## config.mk

```make
export PLATFORM = sky130hd
export DESIGN_NAME = filled_circle_span_generator
export DESIGN_NICKNAME = d
export VERILOG_FILES = /design/src/hdl/fcsg_pkg.sv /design/src/hdl/filled_circle_span_generator.sv
export SDC_FILE = /design/constraint.sdc
export NUM_CORES = 1
export LEC_CHECK = 0
export BUFFER_PORTS_ARGS = -buffer_cell sky130_fd_sc_hd__buf_2
export CAP_MARGIN = 20
export CORE_ASPECT_RATIO = 0.8
export CORE_MARGIN = 3
export CORE_UTILIZATION = 40
export DETAILED_ROUTE_END_ITERATION = 12
export GPL_ROUTABILITY_DRIVEN = 0
export PLACE_DENSITY_LB_ADDON = 0.12
export SLEW_MARGIN = 0
export SYNTH_ARGS = -nofsm -noshare
export SYNTH_HDL_FRONTEND = slang
export SYNTH_SLANG_ARGS = --single-unit
```

## constraint.sdc

```tcl
create_clock -name clk -period 11.42 [get_ports clk]
set_clock_uncertainty 0.1 [all_clocks]
set_input_delay 0.571 -clock clk [delete_from_list [all_inputs] [get_ports clk]]
set_output_delay 0.571 -clock clk [all_outputs]
set_load 0.01 [all_outputs]
```

## src/hdl/fcsg_pkg.sv

```systemverilog
// ----------------------------------------------------------------------------
// fcsg_pkg
// Types and constants shared by the filled circle span generator.
// ----------------------------------------------------------------------------
package fcsg_pkg;

    localparam int COORD_W  = 16;
    localparam int COLOR_W  = 32;
    localparam int RAD_W    = 5;
    localparam int STEP_W   = RAD_W + 1;
    localparam int DEC_W    = 11;
    localparam int CNT_W    = 6;
    localparam logic [CNT_W-1:0] SPAN_MAX = 6'd63;

    typedef enum logic [2:0] {
        PH_CY_HI,
        PH_CY_LO,
        PH_CX_LO,
        PH_CX_HI,
        PH_CENTER,
        PH_NONE
    } phase_t;

    // First span of an iteration, given whether cy moved in the last step.
    function automatic phase_t first_phase(input logic cy_chg,
                                           input logic [STEP_W-1:0] cx,
                                           input logic [STEP_W-1:0] cy);
        phase_t ph;
        if (cy_chg && (cy != '0))
            ph = PH_CY_HI;
        else if (cx != cy)
            ph = (cx == '0) ? PH_CENTER : PH_CX_LO;
        else
            ph = PH_NONE;
        return ph;
    endfunction

endpackage

```

## src/hdl/filled_circle_span_generator.sv

```systemverilog
// ----------------------------------------------------------------------------
// filled_circle_span_generator
// Midpoint filled circle rasterizer emitting one horizontal span per beat.
// ----------------------------------------------------------------------------
// Usage:
//   Input channel (in_valid/in_ready) takes one circle request: center,
//   radius and color. in_ready is high only while no circle is in progress.
//   Output channel (span_valid/span_ready) delivers the spans of the filled
//   circle, one per beat, span_last set on the final one.
//   A single sequencer walks the midpoint recurrence; each cycle, unless stalled,
//   it either produces one span or, on iterations with nothing to draw, only steps.
//   One held-back span stage lets span_last be known before a span is shown.
//   Radius 31 gives 63 spans. A zero radius is accepted and produces
//   nothing; in_ready stays high.
//   When the receiver stalls, generation holds once the output register and
//   the held-back stage are both full; nothing is lost.
//   Reset clears the sequencer and both valid flags; no circle in progress.
// ----------------------------------------------------------------------------
module filled_circle_span_generator #(
    parameter int MAX_RADIUS = 31
) (
    input  logic                 clk,
    input  logic                 rst_n,
    input  logic                 in_valid,
    output logic                 in_ready,
    input  logic signed [15:0]   center_x,
    input  logic signed [15:0]   center_y,
    input  logic        [4:0]    radius,
    input  logic        [31:0]   color_rgba,
    output logic                 span_valid,
    input  logic                 span_ready,
    output logic signed [15:0]   span_row,
    output logic signed [15:0]   span_left,
    output logic signed [15:0]   span_right,
    output logic        [31:0]   span_color,
    output logic                 span_last
);
    import fcsg_pkg::*;

    typedef enum logic [1:0] {
        S_IDLE,
        S_RUN,
        S_FLUSH
    } state_t;

    state_t                   state_reg;
    phase_t                   phase_reg;
    logic [STEP_W-1:0]        cx_reg;
    logic [STEP_W-1:0]        cy_reg;
    logic signed [DEC_W-1:0]  df_reg;
    logic signed [DEC_W-1:0]  de_reg;
    logic signed [DEC_W-1:0]  dse_reg;
    logic [CNT_W-1:0]         count_reg;
    logic [COORD_W-1:0]       ctr_x_reg;
    logic [COORD_W-1:0]       ctr_y_reg;
    logic [COLOR_W-1:0]       color_reg;

    logic                     pend_valid_reg;
    logic [COORD_W-1:0]       pend_row_reg;
    logic [COORD_W-1:0]       pend_left_reg;
    logic [COORD_W-1:0]       pend_right_reg;

    logic                     span_valid_reg;
    logic [COORD_W-1:0]       span_row_reg;
    logic [COORD_W-1:0]       span_left_reg;
    logic [COORD_W-1:0]       span_right_reg;
    logic [COLOR_W-1:0]       span_color_reg;
    logic                     span_last_reg;

    logic [RAD_W-1:0]         rad_sat;
    logic [STEP_W-1:0]        rad_ext;
    logic [STEP_W-1:0]        row_off;
    logic                     row_neg;
    logic [STEP_W-1:0]        half_w;
    logic [COORD_W-1:0]       cand_row;
    logic [COORD_W-1:0]       cand_left;
    logic [COORD_W-1:0]       cand_right;
    logic                     emit;
    logic                     keep;
    logic                     out_free;
    logic                     stall;
    logic                     out_load;
    logic                     iter_end;
    phase_t                   phase_in_iter;
    logic                     step_se;
    logic [STEP_W-1:0]        cx_next;
    logic [STEP_W-1:0]        cy_next;
    logic signed [DEC_W-1:0]  df_next;
    logic signed [DEC_W-1:0]  de_next;
    logic signed [DEC_W-1:0]  dse_next;

    assign rad_sat = (radius > RAD_W'(MAX_RADIUS)) ? RAD_W'(MAX_RADIUS) : radius;
    assign rad_ext = {1'b0, rad_sat};

    always_comb
    begin
        row_off       = '0;
        row_neg       = 1'b0;
        half_w        = cy_reg;
        iter_end      = 1'b1;
        phase_in_iter = PH_NONE;
        case (phase_reg)
            PH_CY_HI:
            begin
                row_off       = cy_reg;
                half_w        = cx_reg;
                iter_end      = 1'b0;
                phase_in_iter = PH_CY_LO;
            end
            PH_CY_LO:
            begin
                row_off       = cy_reg;
                row_neg       = 1'b1;
                half_w        = cx_reg;
                iter_end      = (cx_reg == cy_reg);
                phase_in_iter = (cx_reg == '0) ? PH_CENTER : PH_CX_LO;
            end
            PH_CX_LO:
            begin
                row_off       = cx_reg;
                row_neg       = 1'b1;
                iter_end      = 1'b0;
                phase_in_iter = PH_CX_HI;
            end
            PH_CX_HI:
            begin
                row_off = cx_reg;
            end
            PH_CENTER:
            begin
                row_off = '0;
            end
            default:
            begin
                row_off = '0;
            end
        endcase

        cand_row   = row_neg ? ctr_y_reg - COORD_W'(row_off)
                             : ctr_y_reg + COORD_W'(row_off);
        cand_left  = ctr_x_reg - COORD_W'(half_w);
        cand_right = ctr_x_reg + COORD_W'(half_w);

        emit     = (state_reg == S_RUN) && (phase_reg != PH_NONE);
        keep     = emit && (count_reg != SPAN_MAX);
        out_free = !span_valid_reg || span_ready;
        stall    = keep && pend_valid_reg && !out_free;
        out_load = ((state_reg == S_RUN) && !stall && keep && pend_valid_reg)
                || ((state_reg == S_FLUSH) && pend_valid_reg && out_free);

        step_se  = !df_reg[DEC_W-1];
        cx_next  = cx_reg + STEP_W'(1);
        cy_next  = step_se ? cy_reg - STEP_W'(1) : cy_reg;
        df_next  = df_reg + (step_se ? dse_reg : de_reg);
        de_next  = de_reg + DEC_W'(2);
        dse_next = dse_reg + (step_se ? DEC_W'(4) : DEC_W'(2));
    end

    always_ff @(posedge clk or negedge rst_n)
    begin
        if (!rst_n)
        begin
            state_reg      <= S_IDLE;
            phase_reg      <= PH_NONE;
            cx_reg         <= '0;
            cy_reg         <= '0;
            df_reg         <= '0;
            de_reg         <= '0;
            dse_reg        <= '0;
            count_reg      <= '0;
            ctr_x_reg      <= '0;
            ctr_y_reg      <= '0;
            color_reg      <= '0;
            pend_valid_reg <= 1'b0;
            pend_row_reg   <= '0;
            pend_left_reg  <= '0;
            pend_right_reg <= '0;
            span_valid_reg <= 1'b0;
            span_row_reg   <= '0;
            span_left_reg  <= '0;
            span_right_reg <= '0;
            span_color_reg <= '0;
            span_last_reg  <= 1'b0;
        end
        else
        begin
            if (span_valid_reg && span_ready && !out_load)
                span_valid_reg <= 1'b0;

            case (state_reg)
                S_IDLE:
                begin
                    if (in_valid && (rad_sat != '0))
                    begin
                        ctr_x_reg <= center_x;
                        ctr_y_reg <= center_y;
                        color_reg <= color_rgba;
                        cx_reg    <= '0;
                        cy_reg    <= rad_ext;
                        df_reg    <= DEC_W'(1) - DEC_W'(rad_ext);
                        de_reg    <= DEC_W'(3);
                        dse_reg   <= DEC_W'(5) - DEC_W'({rad_ext, 1'b0});
                        count_reg <= '0;
                        phase_reg <= first_phase(1'b1, '0, rad_ext);
                        state_reg <= S_RUN;
                    end
                end
                S_RUN:
                begin
                    if (!stall)
                    begin
                        if (keep)
                        begin
                            if (pend_valid_reg)
                            begin
                                span_valid_reg <= 1'b1;
                                span_row_reg   <= pend_row_reg;
                                span_left_reg  <= pend_left_reg;
                                span_right_reg <= pend_right_reg;
                                span_color_reg <= color_reg;
                                span_last_reg  <= 1'b0;
                            end
                            pend_valid_reg <= 1'b1;
                            pend_row_reg   <= cand_row;
                            pend_left_reg  <= cand_left;
                            pend_right_reg <= cand_right;
                            count_reg      <= count_reg + CNT_W'(1);
                        end
                        if (iter_end)
                        begin
                            cx_reg  <= cx_next;
                            cy_reg  <= cy_next;
                            df_reg  <= df_next;
                            de_reg  <= de_next;
                            dse_reg <= dse_next;
                            if (cx_next > cy_next)
                                state_reg <= S_FLUSH;
                            else
                                phase_reg <= first_phase(step_se, cx_next, cy_next);
                        end
                        else
                        begin
                            phase_reg <= phase_in_iter;
                        end
                    end
                end
                S_FLUSH:
                begin
                    if (!pend_valid_reg)
                    begin
                        state_reg <= S_IDLE;
                    end
                    else if (out_free)
                    begin
                        span_valid_reg <= 1'b1;
                        span_row_reg   <= pend_row_reg;
                        span_left_reg  <= pend_left_reg;
                        span_right_reg <= pend_right_reg;
                        span_color_reg <= color_reg;
                        span_last_reg  <= 1'b1;
                        pend_valid_reg <= 1'b0;
                        state_reg      <= S_IDLE;
                    end
                end
                default:
                begin
                    state_reg <= S_IDLE;
                end
            endcase
        end
    end

    assign in_ready   = (state_reg == S_IDLE);
    assign span_valid = span_valid_reg;
    assign span_row   = span_row_reg;
    assign span_left  = span_left_reg;
    assign span_right = span_right_reg;
    assign span_color = span_color_reg;
    assign span_last  = span_last_reg;

endmodule

```

==> flow_summary.yaml <==
run_status:
  outcome: "complete, no violations"
sta:
  period_minus_slack_ns: 4.37
  slew_headroom: 0.284
  setup_viol: 0
  period_share: 0.383
  worst_pin_slew_ns: 1.06
  maxSlewViolCount: 0
  rsz0062_at_grt: "false"
  finalHoldViolCount: 0
  tns_ns: 0
  timing.fmax_mhz: 229
yosys:
  synth_fp_nets: 1362
  synth.avg_cell_area_um2: 10.8
  synth_top_cell_area_share: 0.467
  ys_ff_latch: 248
  synth_area_um2: 13200
  synth.distinct_cells: 68
  yosysTopAreaCell: "dfrtp_1"
  synth_ff_type: "dfrtp_1"
  synthArstFlopShare: 1.00
  ys_seq_area_frac: 0.471
  yosysWarningCount: 0
  synth_edf_count: 0
  synth_cells: 1223
  yosys-top-cells-area: "dfrtp_1 47%, mux2_2 14%, ha_1 5.8%"
placed_design:
  dp_hpwl_um: 22200
  port_buffers: 155
routing:
  via_count: 9368
  routedWlPerCell_um: 17.8
  dr.pass1.iters: 5
  ant_nets: 0
  routed_via_density: 5.22
  drt_iter0_drc: 393
  drc: 0
  drt_wl_total_um: 31900
flow_run:
  maxCapViolCount: 0
clocking:
  cts_setup_buffers: 0
  clk_path_buf_depth: 3
  clockRootBuffer: "clkbuf_16"
  clk_latency_ns: 0.53
  cts_tree: "built"
  holdBufCountCts: 0
  cts_made_buffers: 27
  cts_resized: 0
  cts.sinks: 248
  clk_pin_slew_ns: 0.06
  htreeDepth: 1
finish:
  final_layout_size_suffix_gt1_frac: 0.291
  fillers: 2995
  syn2layout_area_growth_pct: 15.3
  layout.nets: 1493
worst_setup_path:
  crit_path_cell_trace: "mux2i_1, or2_2, ha_1, o21ai_0, o21bai_1, a21oi_1, o221a_2, o21ai_0, ha_1, a2111oi_0, a211oi_1, o21ai_0, a31o_2, and3_1, o31ai_1"
  criticalPathCategory: "register to register"
  cpPeakStageDelay_ns: 0.81
  crit_top_cell: "o21ai_0"
  start_kind: "register"
  cp-end-kind: "register"
  path_buf_inv: 0
  cp_top_family: "compound AO/OA/AOI/OAI gates"
  crit_arrival_ns: 4.65
  path_max_fanout: 22
  slowest_stage: "dfrtp_1"
  worstPathRequired_ns: 11.70
grt:
  grt_overflow: 0
  grt_pass1_wl_um: 52200
  antenna_found_initial: 2
  grt_max_degree: 112
  globalRouteTotalUtil: 0.181
  grt_pass1_vias: 9413
pwr:
  finalPower_uw: 5470
  leakagePower_uw: 0.00682
  pwr_density_cell_nw_per_um2: 360
  ir_drop_mv: 0.154
hold_path:
  min_path_type: "input port to asynchronous set/reset pin"
floorplanning:
  rows: 58
  dieArea_um2: 35200
  coreArea_um2: 31900
  die_w_um: 209
  start_util: 0.413
  ios: 156
  die_h_um: 168
-- report_power, final --
group	internal, uW	switching, uW
registers	1320	348
clock network	494	353
logic	1360	1600
total	3170	2300
-- layout make-up --
| class | instances | area, um2 | area share |
|---|---|---|---|
| clock inverter | 9 | 78.8 | 0.00519 |
| timing repair buffer | 171 | 926 | 0.0609 |
| sequential | 248 | 6210 | 0.409 |
| multi-input combinational | 865 | 6520 | 0.429 |
| inverter | 41 | 154 | 0.0101 |
| clock buffer | 38 | 777 | 0.0511 |
| tap | 420 | 526 | 0.0346 |
| antenna | 1 | 2.50 | 0.000165 |
-- path summary, 6_finish.rpt --
check / startpoint / to / slack, ns / cells past startpoint
setup reg to reg: phase_reg[1] / pend_row_reg[13] / 7.05 / 15
hold / removal: rst_n / ctr_y_reg[7] / 0.005 / 1
setup / recovery: phase_reg[1] / pend_row_reg[13] / 7.05 / 15
hold reg to reg: pend_row_reg[12] / pend_row_reg[12] / 0.37 / 2
min in group clk: center_x[12] / ctr_x_reg[12] / 0.17 / 2
max in group asynchronous: rst_n / color_reg[26] / 9.88 / 2
-- metrics by stage --
stage	hold WS [ns]	area, um2	setup WS [ns]	cells	utilization
finish	0.00511	15200	7.05	1793	0.476
global route	0.0709	15200	6.61	1793	0.476
CTS	0.0352	15200	7.06	1791	0.475
detailed placement	0.362	14300	7.10	1744	0.448
global placement	0.358	14300	7.20	1744	0.448
floorplan	0.175	13200	7.62	1223	-
-- Yosys cell counts (4+ instances only) --
master and instances:
nand2b_1 13, a221o_1 6, nor4_1 12, and3_1 4, o21bai_1 12, a31oi_1 13, or4_1 4, mux2i_1 10
nand3_1 15, buf_2 26, o21ai_0 83, a21oi_1 44, nor2b_1 9, inv_1 41, a211oi_1 14, nor2_1 67
mux2_2 162, nor3_1 22, dfrtp_1 246, nor3b_1 4, buf_1 6, a21o_1 15, a2111oi_0 4, ha_1 61
o211ai_1 4, nand2_1 119, o21a_1 9, xnor2_1 47, xor2_1 22, nand4_1 9, fa_1 5, or3_1 5
o31ai_1 9, clkbuf_1 32, a22o_1 9, or2_2 7
-- layer usage --
layer,global-route usage,share of wire,vias up,wire length [um]
met4,0.0314,0.014,2,442
met1,0.261,0.48,4560,15400
met5,0,0.00022,-,7
met2,0.289,0.45,167,14400
li1,-,-,4605,-
met3,0.0361,0.049,34,1550
-- layout by cell type, fill, tap and decap left out, drive strengths merged, types with 15 or more instances in the layout --
master	n
xor2	22
a21o	15
buf	171
a211oi	15
dfrtp	246
o21ai	86
mux2	162
ha	61
clkbuf	38
a21oi	44
inv	41
xnor2	47
nand2	119
nor3	22
nand3	15
nor2	69
-- cell families (layout without fill, tap and decap cells) --
group | count (synthesis) | count (layout) | synth area share
DFF | 248 | 248 | 0.471
muxes | 172 | 172 | 0.146
and+or+nand+nor | 308 | 308 | 0.112
adders and majority gates | 66 | 66 | 0.0655
xor gates and xnor gates | 69 | 69 | 0.0459
AOI/OAI and AO/OA | 250 | 250 | 0.124
other | 0 | 1 | 0
buffers and inverters | 110 | 259 | 0.0358
Note: power is estimated with default switching activity, not from simulation.
